`src/design/twtl_pkg.sv`:
```
// Shared types, constants and codes of the text wrap and tab layout block.
package twtl_pkg;

  // Tab stop spacing and the derived widths of the tab counters.
  localparam int TAB_STOP = 4;
  localparam int TPH_W    = (TAB_STOP > 1) ? $clog2(TAB_STOP) : 1;
  localparam int TCNT_W   = $clog2(TAB_STOP + 1);

  // Field and state widths.
  localparam int LC_W   = 17;
  localparam int COL_W  = 7;
  localparam int ROW_W  = 6;
  localparam int GLY_W  = 7;
  localparam int BYTE_W = 8;
  localparam int FL_W   = 16;
  localparam int WR_W   = 7;
  localparam int LW_W   = 7;

  // Saturation value of the line counter and the largest window.
  localparam logic [LC_W-1:0] LINE_MAX = 17'h1FFFF;
  localparam logic [WR_W-1:0] ROWS_MAX = 7'd64;

  // Depth of the command queue between front and back.
  localparam int QDEPTH = 4;
  localparam int QPTR_W = $clog2(QDEPTH);
  localparam int QCNT_W = $clog2(QDEPTH + 1);

  // Configuration register indexes and reset values.
  localparam int CFG_IDX_W = 2;
  localparam logic [CFG_IDX_W-1:0] CFG_FIRST_LINE  = 2'd0;
  localparam logic [CFG_IDX_W-1:0] CFG_WINDOW_ROWS = 2'd1;
  localparam logic [CFG_IDX_W-1:0] CFG_LINE_WIDTH  = 2'd2;
  localparam logic [FL_W-1:0] FIRST_LINE_RST  = 16'd0;
  localparam logic [WR_W-1:0] WINDOW_ROWS_RST = 7'd28;
  localparam logic [LW_W-1:0] LINE_WIDTH_RST  = 7'd77;

  // Input operation codes.
  localparam logic OP_TEXT    = 1'b0;
  localparam logic OP_RESTART = 1'b1;

  // Character codes.
  localparam logic [BYTE_W-1:0] CH_NL      = 8'h0A;
  localparam logic [BYTE_W-1:0] CH_CR      = 8'h0D;
  localparam logic [BYTE_W-1:0] CH_TAB     = 8'h09;
  localparam logic [BYTE_W-1:0] CH_PRINT_LO = 8'd32;
  localparam logic [BYTE_W-1:0] CH_PRINT_HI = 8'd126;
  localparam logic [GLY_W-1:0]  GLYPH_DOT   = 7'h2E;
  localparam logic [GLY_W-1:0]  GLYPH_SPACE = 7'd32;
  localparam logic [GLY_W-1:0]  GLYPH_LO    = 7'd32;
  localparam logic [GLY_W-1:0]  GLYPH_HI    = 7'd126;

  // Command kinds handed from the front to the back.
  typedef enum logic [1:0] {
    KIND_GLYPH   = 2'd0,
    KIND_TAB     = 2'd1,
    KIND_NEWLINE = 2'd2,
    KIND_RESTART = 2'd3
  } kind_e;

  typedef struct packed {
    kind_e             kind;
    logic [GLY_W-1:0]  glyph;
  } cmd_t;

  // Layout settings as the back sees them, already clamped.
  typedef struct packed {
    logic [FL_W-1:0] first_line;
    logic [LC_W-1:0] window_end;
    logic [LW_W-1:0] width;
  } layout_cfg_t;

endpackage

```
`src/design/twtl_front.sv`:
```
// Front end: accepts input words and classifies them into layout commands.
module twtl_front import twtl_pkg::*; (
  input  logic              in_valid_i,
  output logic              in_stall_o,
  input  logic              op_i,
  input  logic [BYTE_W-1:0] data_byte_i,
  input  logic              q_full_i,
  output logic              push_o,
  output cmd_t              cmd_o
);

  logic accept;
  logic printable;

  // A word is taken whenever the queue has room.
  assign in_stall_o = q_full_i;
  assign accept     = in_valid_i && !q_full_i;
  assign printable  = (data_byte_i >= CH_PRINT_LO) && (data_byte_i <= CH_PRINT_HI);

  // Classify the word; a carriage return is dropped here and never queued.
  always_comb begin
    cmd_o.kind  = KIND_GLYPH;
    cmd_o.glyph = printable ? data_byte_i[GLY_W-1:0] : GLYPH_DOT;
    push_o      = accept;
    if (op_i == OP_RESTART) begin
      cmd_o.kind = KIND_RESTART;
    end else if (data_byte_i == CH_NL) begin
      cmd_o.kind = KIND_NEWLINE;
    end else if (data_byte_i == CH_TAB) begin
      cmd_o.kind  = KIND_TAB;
      cmd_o.glyph = GLYPH_SPACE;
    end else if (data_byte_i == CH_CR) begin
      push_o = 1'b0;
    end
  end

endmodule

```
`src/design/twtl_queue.sv`:
```
// Short command queue that decouples the front end from the back end.
module twtl_queue import twtl_pkg::*; (
  input  logic clk_i,
  input  logic rst_ni,
  input  logic push_i,
  input  cmd_t cmd_i,
  input  logic pop_i,
  output cmd_t head_o,
  output logic empty_o,
  output logic full_o
);

  cmd_t              entry_q [QDEPTH];
  logic [QPTR_W-1:0] wr_ptr_q, wr_ptr_d;
  logic [QPTR_W-1:0] rd_ptr_q, rd_ptr_d;
  logic [QCNT_W-1:0] count_q, count_d;

  assign empty_o = (count_q == '0);
  assign full_o  = (count_q == QCNT_W'(QDEPTH));
  assign head_o  = entry_q[rd_ptr_q];

  // Pointer and fill count update.
  always_comb begin
    wr_ptr_d = wr_ptr_q;
    rd_ptr_d = rd_ptr_q;
    count_d  = count_q;
    if (push_i) begin
      wr_ptr_d = (wr_ptr_q == QPTR_W'(QDEPTH - 1)) ? '0 : wr_ptr_q + 1'b1;
    end
    if (pop_i) begin
      rd_ptr_d = (rd_ptr_q == QPTR_W'(QDEPTH - 1)) ? '0 : rd_ptr_q + 1'b1;
    end
    if (push_i && !pop_i) begin
      count_d = count_q + 1'b1;
    end else if (pop_i && !push_i) begin
      count_d = count_q - 1'b1;
    end
  end

  always_ff @(posedge clk_i or negedge rst_ni) begin
    if (!rst_ni) begin
      wr_ptr_q <= '0;
      rd_ptr_q <= '0;
      count_q  <= '0;
    end else begin
      wr_ptr_q <= wr_ptr_d;
      rd_ptr_q <= rd_ptr_d;
      count_q  <= count_d;
    end
  end

  // Entry storage needs no reset.
  always_ff @(posedge clk_i) begin
    if (push_i) begin
      entry_q[wr_ptr_q] <= cmd_i;
    end
  end

`ifndef ASSERT_OFF
  a_no_overflow: assert property (@(posedge clk_i) disable iff (!rst_ni)
    full_o |-> !(push_i && !pop_i))
    else $error("command queue written while full");
  a_no_underflow: assert property (@(posedge clk_i) disable iff (!rst_ni)
    pop_i |-> !empty_o)
    else $error("command queue read while empty");
  a_count_range: assert property (@(posedge clk_i) disable iff (!rst_ni)
    count_q <= QCNT_W'(QDEPTH))
    else $error("command queue fill count out of range");
`endif

endmodule

```
`src/design/twtl_back.sv`:
```
// Back end: carries out layout commands, tracks line and column, emits cells.
module twtl_back import twtl_pkg::*; (
  input  logic              clk_i,
  input  logic              rst_ni,
  input  layout_cfg_t       cfg_i,
  input  cmd_t              head_i,
  input  logic              q_empty_i,
  output logic              pop_o,
  output logic              out_valid_o,
  input  logic              out_stall_i,
  output logic [GLY_W-1:0]  glyph_code_o,
  output logic [ROW_W-1:0]  screen_row_o,
  output logic [COL_W-1:0]  screen_col_o,
  output logic              last_of_run_o
);

  // Layout state.
  logic [LC_W-1:0]   line_count_q, line_count_d;
  logic [COL_W-1:0]  column_q, column_d;
  logic [TPH_W-1:0]  phase_q, phase_d;
  logic              tab_busy_q, tab_busy_d;
  logic [TCNT_W-1:0] tab_left_q, tab_left_d;

  // Output register.
  logic              out_valid_q, out_valid_d;
  logic [GLY_W-1:0]  glyph_q;
  logic [ROW_W-1:0]  row_q;
  logic [COL_W-1:0]  col_q;
  logic              last_q;

  logic              slot_free;
  logic              step;
  logic              cur_open;
  logic              in_window;
  logic [LC_W-1:0]   lc_inc;
  logic [COL_W-1:0]  col_inc;
  logic [TPH_W-1:0]  phase_inc;
  logic              wrap;
  logic [LC_W-1:0]   adv_lc;
  logic              adv_open;
  logic [TCNT_W-1:0] spaces;
  logic [TCNT_W-1:0] rem;
  logic              do_cell;
  logic              do_tab;
  logic [GLY_W-1:0]  cell_glyph;
  logic              made;
  logic              last;

  // One step per cycle whenever the output slot can take a new word.
  assign slot_free = !out_valid_q || !out_stall_i;
  assign pop_o     = slot_free && !tab_busy_q && !q_empty_i;
  assign step      = slot_free && (tab_busy_q || !q_empty_i);

  // Position after placing a cell at the current spot.
  assign cur_open  = line_count_q < cfg_i.window_end;
  assign in_window = (line_count_q >= {1'b0, cfg_i.first_line}) && cur_open;
  assign lc_inc    = (line_count_q == LINE_MAX) ? line_count_q : line_count_q + 1'b1;
  assign col_inc   = column_q + 1'b1;
  assign phase_inc = (phase_q == TPH_W'(TAB_STOP - 1)) ? '0 : phase_q + 1'b1;
  assign wrap      = col_inc >= cfg_i.width;
  assign adv_lc    = wrap ? lc_inc : line_count_q;
  assign adv_open  = adv_lc < cfg_i.window_end;
  assign spaces    = TCNT_W'(TAB_STOP) - TCNT_W'(phase_q);

  // Command execution.
  always_comb begin
    line_count_d = line_count_q;
    column_d     = column_q;
    phase_d      = phase_q;
    tab_busy_d   = tab_busy_q;
    tab_left_d   = tab_left_q;
    do_cell      = 1'b0;
    do_tab       = 1'b0;
    cell_glyph   = head_i.glyph;
    rem          = '0;
    if (step) begin
      if (tab_busy_q) begin
        do_cell    = 1'b1;
        do_tab     = 1'b1;
        cell_glyph = GLYPH_SPACE;
        rem        = tab_left_q - 1'b1;
      end else begin
        unique case (head_i.kind)
          KIND_RESTART: begin
            line_count_d = '0;
            column_d     = '0;
            phase_d      = '0;
          end
          KIND_NEWLINE: begin
            if (cur_open) begin
              line_count_d = lc_inc;
              column_d     = '0;
              phase_d      = '0;
            end
          end
          KIND_GLYPH: begin
            do_cell = cur_open;
          end
          KIND_TAB: begin
            do_cell    = cur_open;
            do_tab     = cur_open;
            cell_glyph = GLYPH_SPACE;
            rem        = spaces - 1'b1;
          end
          default: begin
          end
        endcase
      end
      if (do_cell) begin
        line_count_d = adv_lc;
        column_d     = wrap ? '0 : col_inc;
        phase_d      = wrap ? '0 : phase_inc;
      end
      if (do_tab) begin
        tab_left_d = rem;
        tab_busy_d = (rem != '0) && adv_open;
      end
    end
  end

  // A cell inside a tab run is the last one when the run or the window ends.
  assign made = do_cell && in_window;
  assign last = do_tab ? ((rem == '0) || !adv_open) : 1'b1;

  assign out_valid_d = slot_free ? (step && made) : out_valid_q;

  always_ff @(posedge clk_i or negedge rst_ni) begin
    if (!rst_ni) begin
      line_count_q <= '0;
      column_q     <= '0;
      phase_q      <= '0;
      tab_busy_q   <= 1'b0;
      tab_left_q   <= '0;
      out_valid_q  <= 1'b0;
    end else begin
      line_count_q <= line_count_d;
      column_q     <= column_d;
      phase_q      <= phase_d;
      tab_busy_q   <= tab_busy_d;
      tab_left_q   <= tab_left_d;
      out_valid_q  <= out_valid_d;
    end
  end

  // Output word payload.
  always_ff @(posedge clk_i) begin
    if (step && made) begin
      glyph_q <= cell_glyph;
      row_q   <= line_count_q[ROW_W-1:0] - cfg_i.first_line[ROW_W-1:0];
      col_q   <= column_q;
      last_q  <= last;
    end
  end

  assign out_valid_o   = out_valid_q;
  assign glyph_code_o  = glyph_q;
  assign screen_row_o  = row_q;
  assign screen_col_o  = col_q;
  assign last_of_run_o = last_q;

`ifndef ASSERT_OFF
  a_tab_left: assert property (@(posedge clk_i) disable iff (!rst_ni)
    tab_busy_q |-> (tab_left_q != '0))
    else $error("tab run active with no cells left");
  a_tab_open: assert property (@(posedge clk_i) disable iff (!rst_ni)
    tab_busy_q |-> cur_open)
    else $error("tab run continues past the end of the window");
  a_glyph_range: assert property (@(posedge clk_i) disable iff (!rst_ni)
    out_valid_q |-> ((glyph_q >= GLYPH_LO) && (glyph_q <= GLYPH_HI)))
    else $error("non-printable glyph on the output");
  a_no_pop_in_tab: assert property (@(posedge clk_i) disable iff (!rst_ni)
    tab_busy_q |-> !pop_o)
    else $error("queue popped during a tab run");
`endif

endmodule

```
`src/design/text_wrap_tab_layout.sv`:
```
// Top level of the text layout block: configuration registers and the pipeline.
// A result word passes through the command queue and the back end's output register, and
// waits behind any cells that the back end still has to place for earlier words.
// Throughput: one input word per cycle while the queue has room; a tab places one cell
// per cycle in the back end while the output is not stalled, up to four cells per tab.
// Reset clears line, column, queue and output; registers return to 0, 28, 77.
module text_wrap_tab_layout import twtl_pkg::*; (
  input  logic                 clk_i,
  input  logic                 rst_ni,
  // Configuration write channel.
  input  logic                 cfg_valid_i,
  output logic                 cfg_ready_o,
  input  logic [CFG_IDX_W-1:0] cfg_index_i,
  input  logic [FL_W-1:0]      cfg_data_i,
  // Input channel.
  input  logic                 in_valid_i,
  output logic                 in_stall_o,
  input  logic                 op_i,
  input  logic [BYTE_W-1:0]    data_byte_i,
  // Output channel.
  output logic                 out_valid_o,
  input  logic                 out_stall_i,
  output logic [GLY_W-1:0]     glyph_code_o,
  output logic [ROW_W-1:0]     screen_row_o,
  output logic [COL_W-1:0]     screen_col_o,
  output logic                 last_of_run_o
);

  logic [FL_W-1:0] first_line_q;
  logic [WR_W-1:0] window_rows_q;
  logic [LW_W-1:0] line_width_q;
  logic [WR_W-1:0] rows_eff;
  layout_cfg_t     cfg;
  logic            push;
  cmd_t            cmd;
  cmd_t            head;
  logic            q_empty;
  logic            q_full;
  logic            pop;

  // Configuration registers, always ready.
  assign cfg_ready_o = 1'b1;

  always_ff @(posedge clk_i or negedge rst_ni) begin
    if (!rst_ni) begin
      first_line_q  <= FIRST_LINE_RST;
      window_rows_q <= WINDOW_ROWS_RST;
      line_width_q  <= LINE_WIDTH_RST;
    end else if (cfg_valid_i) begin
      if (cfg_index_i == CFG_FIRST_LINE) begin
        first_line_q <= cfg_data_i;
      end
      if (cfg_index_i == CFG_WINDOW_ROWS) begin
        window_rows_q <= cfg_data_i[WR_W-1:0];
      end
      if (cfg_index_i == CFG_LINE_WIDTH) begin
        line_width_q <= cfg_data_i[LW_W-1:0];
      end
    end
  end

  // Clamp the settings: at most 64 rows, and a zero width acts as one.
  assign rows_eff       = (window_rows_q > ROWS_MAX) ? ROWS_MAX : window_rows_q;
  assign cfg.first_line = first_line_q;
  assign cfg.window_end = {1'b0, first_line_q} + LC_W'(rows_eff);
  assign cfg.width      = (line_width_q == '0) ? LW_W'(1) : line_width_q;

  twtl_front u_front (
    .in_valid_i  (in_valid_i),
    .in_stall_o  (in_stall_o),
    .op_i        (op_i),
    .data_byte_i (data_byte_i),
    .q_full_i    (q_full),
    .push_o      (push),
    .cmd_o       (cmd)
  );

  twtl_queue u_queue (
    .clk_i   (clk_i),
    .rst_ni  (rst_ni),
    .push_i  (push),
    .cmd_i   (cmd),
    .pop_i   (pop),
    .head_o  (head),
    .empty_o (q_empty),
    .full_o  (q_full)
  );

  twtl_back u_back (
    .clk_i         (clk_i),
    .rst_ni        (rst_ni),
    .cfg_i         (cfg),
    .head_i        (head),
    .q_empty_i     (q_empty),
    .pop_o         (pop),
    .out_valid_o   (out_valid_o),
    .out_stall_i   (out_stall_i),
    .glyph_code_o  (glyph_code_o),
    .screen_row_o  (screen_row_o),
    .screen_col_o  (screen_col_o),
    .last_of_run_o (last_of_run_o)
  );

endmodule

```
`config.mk`:
```
export PLATFORM = sky130hd
export DESIGN_NAME = text_wrap_tab_layout
export DESIGN_NICKNAME = d
export VERILOG_FILES = /design/src/design/twtl_pkg.sv /design/src/design/twtl_front.sv /design/src/design/twtl_queue.sv /design/src/design/twtl_back.sv /design/src/design/text_wrap_tab_layout.sv
export SDC_FILE = /design/constraint.sdc
export NUM_CORES = 1
export LEC_CHECK = 0
export BUFFER_PORTS_ARGS = -buffer_cell sky130_fd_sc_hd__buf_2
export CAP_MARGIN = 15
export CORE_UTILIZATION = 55
export CTS_BUF_LIST = sky130_fd_sc_hd__clkbuf_4 sky130_fd_sc_hd__clkbuf_8 sky130_fd_sc_hd__clkbuf_16
export DETAILED_ROUTE_END_ITERATION = 7
export GPL_ROUTABILITY_DRIVEN = 0
export PLACE_DENSITY = 0.77
export RECOVER_POWER = 25
export SLEW_MARGIN = 30
export SYNTH_ARGS = -nofsm -noshare
export SYNTH_HDL_FRONTEND = slang
export SYNTH_HIERARCHICAL = 1
export SYNTH_SLANG_ARGS = --single-unit
export TNS_END_PERCENT = 10
```
`constraint.sdc`:
```
create_clock -name clk_i -period 5.55 [get_ports clk_i]
set_input_delay 1.11 -clock clk_i [delete_from_list [all_inputs] [get_ports clk_i]]
set_output_delay 1.11 -clock clk_i [all_outputs]
set_load 0.02 [all_outputs]
```
==> metrics.txt, run 1 <==
iteration-0 DRC count of the detailed router 489; vias in the first global route 6141; Fin Clk Skew 0.008489 ns; Worst Setup End Kind flop; fillcell total 1031; gate count after technology mapping 736; Synthesis Warnings 6; Hold Buf Count CTS 0; Combinational Power Share 0.393; Seq/Total Area, Yosys 0.4354; slowest stage delay, CP 0.52 ns; Max Slew Vio Count 69; first-pass GRT wire length 30.09 mm; final-stage net count 894; CTS tree built; Max Cap Violations 1; Vias/cell 6.148; WL final 18.29 mm; I/O pin total 56; GR Layer Usage met1 0.3432; WP data required 5.66 ns; GR Util All Layers 0.2678; worst-skew pair later-pin latency 0.42 ns; CP Class flop to flop; Worst VDD drop 0.3416 mV; Final Cycle Share 0.8683; Final ANT Viol Nets 0; pin count of the biggest net entering global routing 69; sequential power share 0.340; Root Buffer Master clkbuf_16; post-synth cell types 76; reg2reg setup slack 0.73 ns; largest fanout on the critical path 17; Clock Pin Slew Worst Setup and Hold Paths 0.06 ns; Cell Area, Synth 7859 µm²; Worst EP arrival 4.93 ns; GRT met2 Usage 0.4297; routed len/inst 18.69 µm; via count 6019; Rel. slew slack -1.478; Die Width 121.5 µm; cell chain of the critical path nor2b_1 > ha_1 > inv_1 > fa_1 > and2b_1 > o31ai_2 > a311o_2 > xnor2_1 > inv_1 > ha_1 > a21oi_1 > nor3_1 > or4_4 > nor2_1 > nand2_1 > nor3_2 > buf_4; total power draw 0.004085 W; final setup TNS 0 ns; Clock Tree Buf Depth 2; DRC errors left 0; P_leak 3.891 nW; status complete, but fails checks; Async S/R FF share, synth 0.5440; Clk pwr share 0.267; Starting Density 0.5640; Pre-antenna DRT Iters 5; grt ovf 0; gr busiest metal met2; total die area 14770 µm²; Internal Power 0.002483 W; Net Sw Power 0.001603 W; Num CTS Buffers 17; startpoint types flop; met3 usage 0.05805; Post-synth EDFFs 57; layout cells sized above 1 0.1990; Port Buffers 54; violated checks capacitance limit, slew limit; Synth Area per Inst 10.68 µm²; core area 13930 µm²; DPL Wire Length 13.07 mm; synthesis-stage register bit count 125; Setup Fix Bufs, Post-CTS 0; switching fraction of total power 0.3923; CTS sink cnt 125; Worst path slowest cell or4_4; worst-margin pin slew 3.717 ns; endpoints failing setup 0; fmax 207.5 MHz; min Tclk post-route 4.819 ns; die height 121.5 µm; Hold Path Class flop to flop; post-cts sizing count 0; power density over the cells 461.9 nW/µm²; H-Tree Depth 4; Syn Nets 843; FP Rows 43; Layout area overhead 12.55%; Hold Fails Final Rpt 0; Synth Flop Type dfrtp_1; number of diodes 0; RSZ-0062 raised after global routing false; initial antenna violation count 0
==> worst paths after layout <==
path / start / to / depth (start not counted)
worst max-delay path: window_rows_q[6] / u_back/screen_row_o[1] / 17
worst min-delay path: u_queue/count_q[2] / u_queue/count_q[2] / 1
worst max register to register: window_rows_q[6] / u_back/screen_row_o[1] / 17
worst min register to register: u_queue/count_q[2] / u_queue/count_q[2] / 1
max in group asynchronous: rst_ni / u_queue/count_q[0] / 2
min in group asynchronous: rst_ni / first_line_q[13] / 2
==> layer usage <==
layer  vias to the layer above  wire length [µm]  part of all wire
met5                         -                 0                 0
met1                      2955              7733              0.42
met2                       225              8897              0.49
met3                        50              1108             0.061
li1                       2789                 -                 -
met4                         0               553             0.030
==> cell families (layout without fill, tap and decap cells) <==
logic type,after synthesis,count (layout),synth area share
AND/OR/NAND/NOR,209,209,0.1409
adder cells (fa/ha/maj),75,75,0.1223
XOR/XNOR,39,39,0.04346
buffers and inverters,94,157,0.04920
flip-flops,125,125,0.4354
AO/OA/AOI/OAI,152,152,0.1363
other,1,1,0.0004772
multiplexers,41,41,0.07196
==> power groups by stage <==
stage | Sequential [W] | Clock, W | Combinational [W]
after floorplan | 0.00132 | 0 | 0.00124
after global placement | 0.00139 | 0 | 0.00149
after detailed placement | 0.00140 | 0 | 0.00156
after CTS | 0.00139 | 0.00111 | 0.00158
after global routing | 0.00142 | 0.00115 | 0.00178
final | 0.00139 | 0.00109 | 0.00161
==> cells in the mapped netlist (9+ instances only) <==
master / n / area (µm²)
a21o_1: 17 / 127.6
and2_1: 10 / 62.56
edfxtp_1: 57 / 1712
nor3_1: 11 / 55.05
buf_2: 12 / 60.06
mux2_2: 31 / 349.1
a22o_1: 10 / 87.58
nor2b_1: 14 / 87.58
dfrtp_1: 61 / 1526
nand3_1: 26 / 130.1
and3_1: 9 / 56.30
a21oi_1: 31 / 155.2
nand4_1: 15 / 93.84
inv_1: 66 / 247.7
xnor2_1: 31 / 271.5
o21ai_0: 25 / 125.1
ha_1: 72 / 900.9
clkbuf_1: 12 / 45.04
nand2_1: 51 / 191.4
nor2_1: 37 / 138.9
==> state kept, by name (all words and copies together) (netlist names), 3 cells and up <==
register	cells
u_back/screen_col_o	7
first_line_q	16
u_back/screen_row_o	6
window_rows_q	7
u_queue/entry_q	36
u_back/tab_left_q	3
u_back/line_count_q	17
u_queue/count_q	3
u_back/column_q	7
line_width_q	7
u_back/glyph_code_o	7
==> worst max-delay path: cells and delay by family, from the launching register on <==
kind / cells / cell delay [ns]
xor gates and xnor gates: 1 / 0.19
adders and majority gates: 3 / 0.91
AOI/OAI and AO/OA: 3 / 0.66
and+or+nand+nor: 7 / 1.76
buffers and inverters: 3 / 0.49
DFF: 1 / 0.47
==> stage by stage <==
step	instances	cell area, µm²	utilization	worst slack (ns)	hold WS [ns]
after floorplan	736	7859	-	0.2593	0.4563
after global placement	948	8270	0.5935	0.8098	0.4711
after detailed placement	948	8274	0.5938	0.7774	0.4765
after CTS	979	8850	0.6351	0.7312	0.4890
after global routing	979	8845	0.6347	0.4481	0.5155
final	979	8845	0.6347	0.7309	0.4830
==> area by class of cell <==
| class | instances | area [µm²] | share of cell area |
|---|---|---|---|
| clock buffer | 17 | 425.4 | 0.04810 |
| clock inverter | 14 | 150.1 | 0.01698 |
| inverter | 66 | 247.7 | 0.02801 |
| multi-input combinational | 517 | 4064 | 0.4595 |
| sequential | 125 | 3422 | 0.3869 |
| tap | 180 | 225.2 | 0.02546 |
| timing repair buffer | 60 | 310.3 | 0.03508 |
==> cell usage in the layout, fill, tap and decap left out, types with 6 or more instances in the layout <==
master	count
a31oi_1	8
mux2_2	31
xnor2_1	31
nand4_1	15
nor2b_1	14
nand3_1	26
dfstp_2	7
xor2_1	8
a22o_1	10
edfxtp_1	57
o21ai_1	7
and3_1	9
o211ai_1	6
a21o_1	17
ha_1	72
nand2_1	51
nor3_1	10
o31ai_1	6
mux4_2	8
dfrtp_1	61
o21ai_0	24
buf_2	53
nor2_1	37
nand2b_1	7
and2_1	10
clkbuf_16	17
inv_1	66
a21oi_1	31
Note: power is estimated with default switching activity, not from simulation.
==> run 2: changes to the inputs <==
--- a/config.mk
+++ b/config.mk
@@ -16,6 +16,5 @@
 export SLEW_MARGIN = 30
 export SYNTH_ARGS = -nofsm -noshare
 export SYNTH_HDL_FRONTEND = slang
-export SYNTH_HIERARCHICAL = 1
 export SYNTH_SLANG_ARGS = --single-unit
 export TNS_END_PERCENT = 10
==> run 2 against run 1 <==
  * The flow still finishes with violations (capacitance limit, slew limit)
  * Sequential power about the same
  * Core utilization up 1.1 points
  * Clock-buffer cell count up 5
  * Non-clock buffer count unchanged
  * Critical path depth up 2
==> metrics.txt, run 2 <==
status complete, but fails checks; Synthesis Warnings 0; CTS sink cnt 125; Hold Buf Count CTS 0; placed insts 951; Max Slew Vio Count 69; Final Cycle Share 0.9088; Fin Clk Skew 0.007460 ns; power density over the cells 422.5 nW/µm²; CP Class flop to flop; startpoint types flop; Async S/R FF share, synth 0.5440; CTS tree built; Clock Pin Slew Worst Setup and Hold Paths 0.05 ns; slowest stage delay, CP 0.46 ns; Starting Density 0.5718; Die Width 120.3 µm; WL final 18.30 mm; Worst Setup End Kind flop; initial antenna violation count 0; post-synth cell types 73; synthesis-stage register bit count 125; worst-margin pin slew 3.710 ns; Layout area overhead 12.98%; largest fanout on the critical path 21; top flop regs u_queue.entry_q x36, u_back.line_count_q x17, first_line_q x16; dpl cell area 8165 µm²; Rel. slew slack -1.473; max reg flops 36; final-stage net count 899; Hold Path Depth 1; most common cell in the netlist ha_1; Worst VDD drop 0.2303 mV; Worst path slowest cell dfrtp_1; Clock Tree Buf Depth 2; Syn Nets 836; Hold Path Class flop to flop; Pre-antenna DRT Iters 6; worst-skew pair later-pin latency 0.42 ns; Hold Fails Final Rpt 0; layout cells sized above 1 0.1772; Seq/Total Area, Yosys 0.4449; fin cells 983; final setup TNS 0 ns; Cell Area, Synth 7692 µm²; commonest non-fill, non-tap cell in the layout ha_1; Synth area leader edfxtp_1; Vias/cell 6.204; Synth Area per Inst 10.52 µm²; Yosys top cell area share 0.2225; total die area 14460 µm²; Biggest register u_queue.entry_q; grt ovf 0; via count 6099; Final ANT Viol Nets 0; gate count after technology mapping 731; number of diodes 0; I/O pin total 56; CP bufs+invs 1; vias in the first global route 5949; Port Buffers 54; routed len/inst 18.61 µm; synth cell count leaders 70 x ha_1, 64 x nand2_1, 62 x nor2_1; GR Util All Layers 0.2726; WP data required 5.64 ns; fillcell total 1042; iteration-0 DRC count of the detailed router 582; Finished Cell Area 8691 µm²; P_leak 3.869 nW; largest cells by area after synthesis edfxtp_1 22%, dfrtp_1 20%, ha_1 11%; Top delay family on crit path compound AO/OA/AOI/OAI gates; first-pass GRT wire length 30.06 mm; fmax 198.3 MHz; Root Buffer Master clkbuf_16; most frequent cells in the layout 70 x ha_1, 64 x nand2_1, 62 x nor2_1; worst-case reg-to-reg path depth 19; Max Cap Violations 1; H-Tree Depth 4; Multi-input gate area 4026 µm²; min Tclk post-route 5.044 ns; Post-synth EDFFs 57; FP Rows 42; Worst EP arrival 5.14 ns; core area 13450 µm²; cell chain of the critical path nor2b_1 > ha_1 > a21o_1 > a21oi_1 > o21bai_1 > a21oi_1 > o21bai_1 > a21oi_2 > nor3b_1 > xnor2_1 > ha_1 > a21o_1 > a211o_1 > a211oi_1 > o31ai_4 > o21ai_4 > nand2_1 > nor3_4 > buf_4; violated checks capacitance limit, slew limit; RSZ-0062 raised after global routing false; endpoints failing setup 0; FF+latch area 3422 µm²; Synth Flop Type dfrtp_1; total power draw 0.003672 W; Num CTS Buffers 17; Worst path depth 19; DRC errors left 0; DPL Wire Length 13.64 mm; pin count of the biggest net entering global routing 69; die height 120.3 µm
[run 2: cell count changes in the layout (fill, tap and decap cells not counted), moves of 5 or more]
cell,before,now
nor2_1,37,62
mux2_2,31,17
nor3_1,10,15
xnor2_1,31,21
o21ai_0,24,38
xor2_1,8,16
a21oi_1,31,23
inv_1,66,48
nand2_1,51,64
[run 2: layout make-up]
class                   count  share of cell area
multi-input cells         542              0.4633
flip-flops and latches    125              0.3938
clock buffers              22             0.05399
repair buffers             60             0.03527
well taps                 176             0.02534
inverters                  48             0.02073
clock inverters            10            0.007630
[run 2: cells by family after synthesis]
kind of cell / Yosys count / share of synthesized area
multiplexers: 28 / 0.05384
XOR/XNOR: 37 / 0.04213
flip-flops: 125 / 0.4449
buffers and inverters: 64 / 0.03367
other: 1 / 0.0004875
AND/OR/NAND/NOR: 244 / 0.1553
AO/OA/AOI/OAI: 159 / 0.1480
adder cells (fa/ha/maj): 73 / 0.1217
[run 2: routing by layer]
metal / GRT usage / share of wire / vias to the layer above
met5: 0 / 0 / -
met4: 0.1034 / 0.024 / 0
met3: 0.06132 / 0.074 / 44
met2: 0.4303 / 0.47 / 267
met1: 0.3675 / 0.43 / 2958
li1: - / - / 2830
[run 2: timing repair]
| action | in CTS | in global routing |
|---|---|---|
| endpoints found under the hold margin | 0 | 0 |
| setup buffers | 0 | 0 |
| gates resized for setup | 0 | 1 |
| endpoints found under the setup margin | 0 | 3 |
[run 2: path summary, 6_finish.rpt]
kind                                  startpoint                      to  slack [ns]
worst min register to register  window_rows_q[1]        window_rows_q[1]        0.51
worst max register to register  window_rows_q[6]  u_back.screen_row_o[2]        0.51
min in group asynchronous                 rst_ni        window_rows_q[0]        2.06
worst min-delay path            window_rows_q[1]        window_rows_q[1]        0.51
max in group asynchronous                 rst_ni  u_back.line_count_q[1]        1.39
worst max-delay path            window_rows_q[6]  u_back.screen_row_o[2]        0.51
[run 2: stage by stage]
step             util  setup slack [ns]  hold WS (ns)
4_1_cts        0.6468            0.4382        0.5077
2_1_floorplan       -            0.5429        0.4660
5_1_grt        0.6460            0.1964        0.5239
6_report       0.6460            0.5060        0.5130
3_3_place_gp   0.6070            0.7070        0.4801
3_5_place_dp   0.6070            0.4558        0.4849
[run 2: power by group]
part,internal [W],switching [W],leakage (nW)
clock network,0.000598,0.000402,0.258
logic,0.000546,0.000757,2.24
registers,0.00117,0.000196,1.37
total,0.00232,0.00136,3.87
==> run 3: changes to the inputs <==
--- a/config.mk
+++ b/config.mk
@@ -9,10 +9,12 @@
 export CAP_MARGIN = 15
 export CORE_UTILIZATION = 55
 export CTS_BUF_LIST = sky130_fd_sc_hd__clkbuf_4 sky130_fd_sc_hd__clkbuf_8 sky130_fd_sc_hd__clkbuf_16
+export CTS_CLUSTER_SIZE = 8
 export DETAILED_ROUTE_END_ITERATION = 7
 export GPL_ROUTABILITY_DRIVEN = 0
 export PLACE_DENSITY = 0.77
 export RECOVER_POWER = 25
+export REMOVE_ABC_BUFFERS = 1
 export SLEW_MARGIN = 30
 export SYNTH_ARGS = -nofsm -noshare
 export SYNTH_HDL_FRONTEND = slang
==> run 3 against run 2 <==
  * The flow still finishes with violations (capacitance limit, slew limit)
  * Non-clock buffer count did not move
  * Setup slack got worse by 0.052 ns
  * Clock-buffer cell count shrank 5
  * First-iteration DRC count shrank 2.4%
  * Global-route usage fell by 0.77 points
  * Worst hold slack lost 0.0019 ns
  * Sequential share of layout area shrank 0.14 points
  * Fmax fell by 1.0%
  * Core utilization rose by 0.22 points
  * Die area unchanged
  * Register-to-register slack got worse by 0.05 ns
  * Routed wire length decreased by 1.5%
  * Largest cell class unchanged
==> metrics.txt, run 3 (synthesis gave the netlist of run 2 again) <==
FP Rows 42; total die area 14460 µm²; pin count of the biggest net entering global routing 69; first-pass GRT wire length 29.30 mm; Setup Fix Bufs, Post-CTS 0; Max Cap Violations 1; H-Tree Depth 4; max reg flops 36; startpoint types flop; Die Width 120.3 µm; iteration-0 DRC count of the detailed router 568; most frequent cells in the layout 70 x ha_1, 64 x nand2_1, 62 x nor2_1; Root Buffer Master clkbuf_16; slowest stage delay, CP 0.46 ns; Worst EP arrival 5.43 ns; CTS tree built; Hold Fails Final Rpt 0; Num CTS Buffers 17; commonest non-fill, non-tap cell in the layout ha_1; DPL Wire Length 13.46 mm; Pre-antenna DRT Iters 7; routed len/inst 18.34 µm; GR Util All Layers 0.2649; core area 13450 µm²; dpl cell area 8159 µm²; vias in the first global route 5903; pre-CTS WS 0.5862 ns; top flop regs u_queue.entry_q x36, u_back.line_count_q x17, first_line_q x16; placed insts 951; P_leak 3.890 nW; violated checks capacitance limit, slew limit; fmax 196.2 MHz; Final Cycle Share 0.9182; number of diodes 0; Worst VDD drop 0.2376 mV; endpoints failing setup 0; Hold Buf Count CTS 0; status complete, but fails checks; Hold Path Class flop to flop; layout cells sized above 1 0.1809; die height 120.3 µm; DRC errors left 0; largest fanout on the critical path 10; post-cts sizing count 0; Clock Pin Slew Worst Setup and Hold Paths 0.06 ns; cell chain of the critical path nor2b_1 > ha_1 > a21o_1 > a21oi_1 > o21bai_1 > a21oi_1 > o21bai_1 > a21oi_1 > nor3b_1 > xnor2_1 > ha_1 > a21o_1 > a211o_1 > a211oi_1 > nor2_1 > o41ai_2 > nand4_2 > or3_1 > o21ai_1; Starting Density 0.5718; final setup TNS 0 ns; Biggest register u_queue.entry_q; I/O pin total 56; Clock Tree Buf Depth 2; Worst path slowest cell o41ai_2; RSZ-0062 raised after global routing false; min Tclk post-route 5.096 ns; grt ovf 0; Rel. slew slack -1.516; worst-skew pair later-pin latency 0.42 ns; via count 6015; Final ANT Viol Nets 0; fillcell total 1029; Max Slew Vio Count 69; fin cells 983; Port Buffers 54; power density over the cells 423.3 nW/µm²; Crit path top cell by count a21oi_1; Fin Clk Skew 0.009245 ns; CTS sink cnt 125; Hold Slack 0.5112 ns; CP Class flop to flop; Finished Cell Area 8721 µm²; final worst slack 0.4541 ns; worst-margin pin slew 3.773 ns; final-stage net count 899; WL final 18.03 mm; WP data required 5.88 ns; Worst Setup End Kind flop; Layout area overhead 13.37%; initial antenna violation count 0; Vias/cell 6.119
-- run 3: through the flow --
stage | total power [W] | util
2_1_floorplan | 0.002263 | -
3_3_place_gp | 0.002542 | 0.6065
3_5_place_dp | 0.002624 | 0.6065
4_1_cts | 0.003692 | 0.6485
5_1_grt | 0.003912 | 0.6483
6_report | 0.003692 | 0.6483
-- run 3: path summary, 6_finish.rpt --
| path | startpoint | end | slack (ns) | cells after the start |
|---|---|---|---|---|
| min in group asynchronous | rst_ni | u_back.column_q[4] | 2.07 | 2 |
| worst min register to register | u_back.tab_left_q[2] | u_back.tab_left_q[2] | 0.51 | 1 |
| max in group asynchronous | rst_ni | u_queue.count_q[0] | 1.33 | 2 |
| worst min-delay path | u_back.tab_left_q[2] | u_back.tab_left_q[2] | 0.51 | 1 |
| worst max register to register | window_rows_q[6] | u_back.phase_q[0] | 0.45 | 19 |
| worst max-delay path | window_rows_q[6] | u_back.phase_q[0] | 0.45 | 19 |
-- run 3: power breakdown --
part / switching (W) / leakage, nW / internal, W
sequential: 0.000186 / 1.37 / 0.00117
combinational: 0.000734 / 2.25 / 0.000542
clock: 0.000437 / 0.272 / 0.000620
total: 0.00136 / 3.89 / 0.00233
-- run 3: cell type report --
cell class | count | area (µm²) | share of cell area
multi-input combinational | 542 | 4021 | 0.4611
sequential | 125 | 3422 | 0.3924
clock buffer | 17 | 425.4 | 0.04878
timing repair buffer | 60 | 311.5 | 0.03572
tap | 176 | 220.2 | 0.02525
inverter | 48 | 180.2 | 0.02066
clock inverter | 15 | 140.1 | 0.01607
-- run 3: layer usage --
metal  global-route usage  vias up  share of wire
li1                     -     2823              -
met1               0.3507     2907           0.44
met2               0.4260      243           0.48
met3              0.05896       42          0.061
met4               0.1003        0          0.023
met5                    0        -              0
-- run 3: worst max-delay path, delay by kind of cell (launching register included) --
kind,cells,cell delay (ns)
flops,1,0.45
fa+ha+maj,2,0.48
simple gates,5,1.21
xor+xnor,1,0.18
compound gates,11,2.67
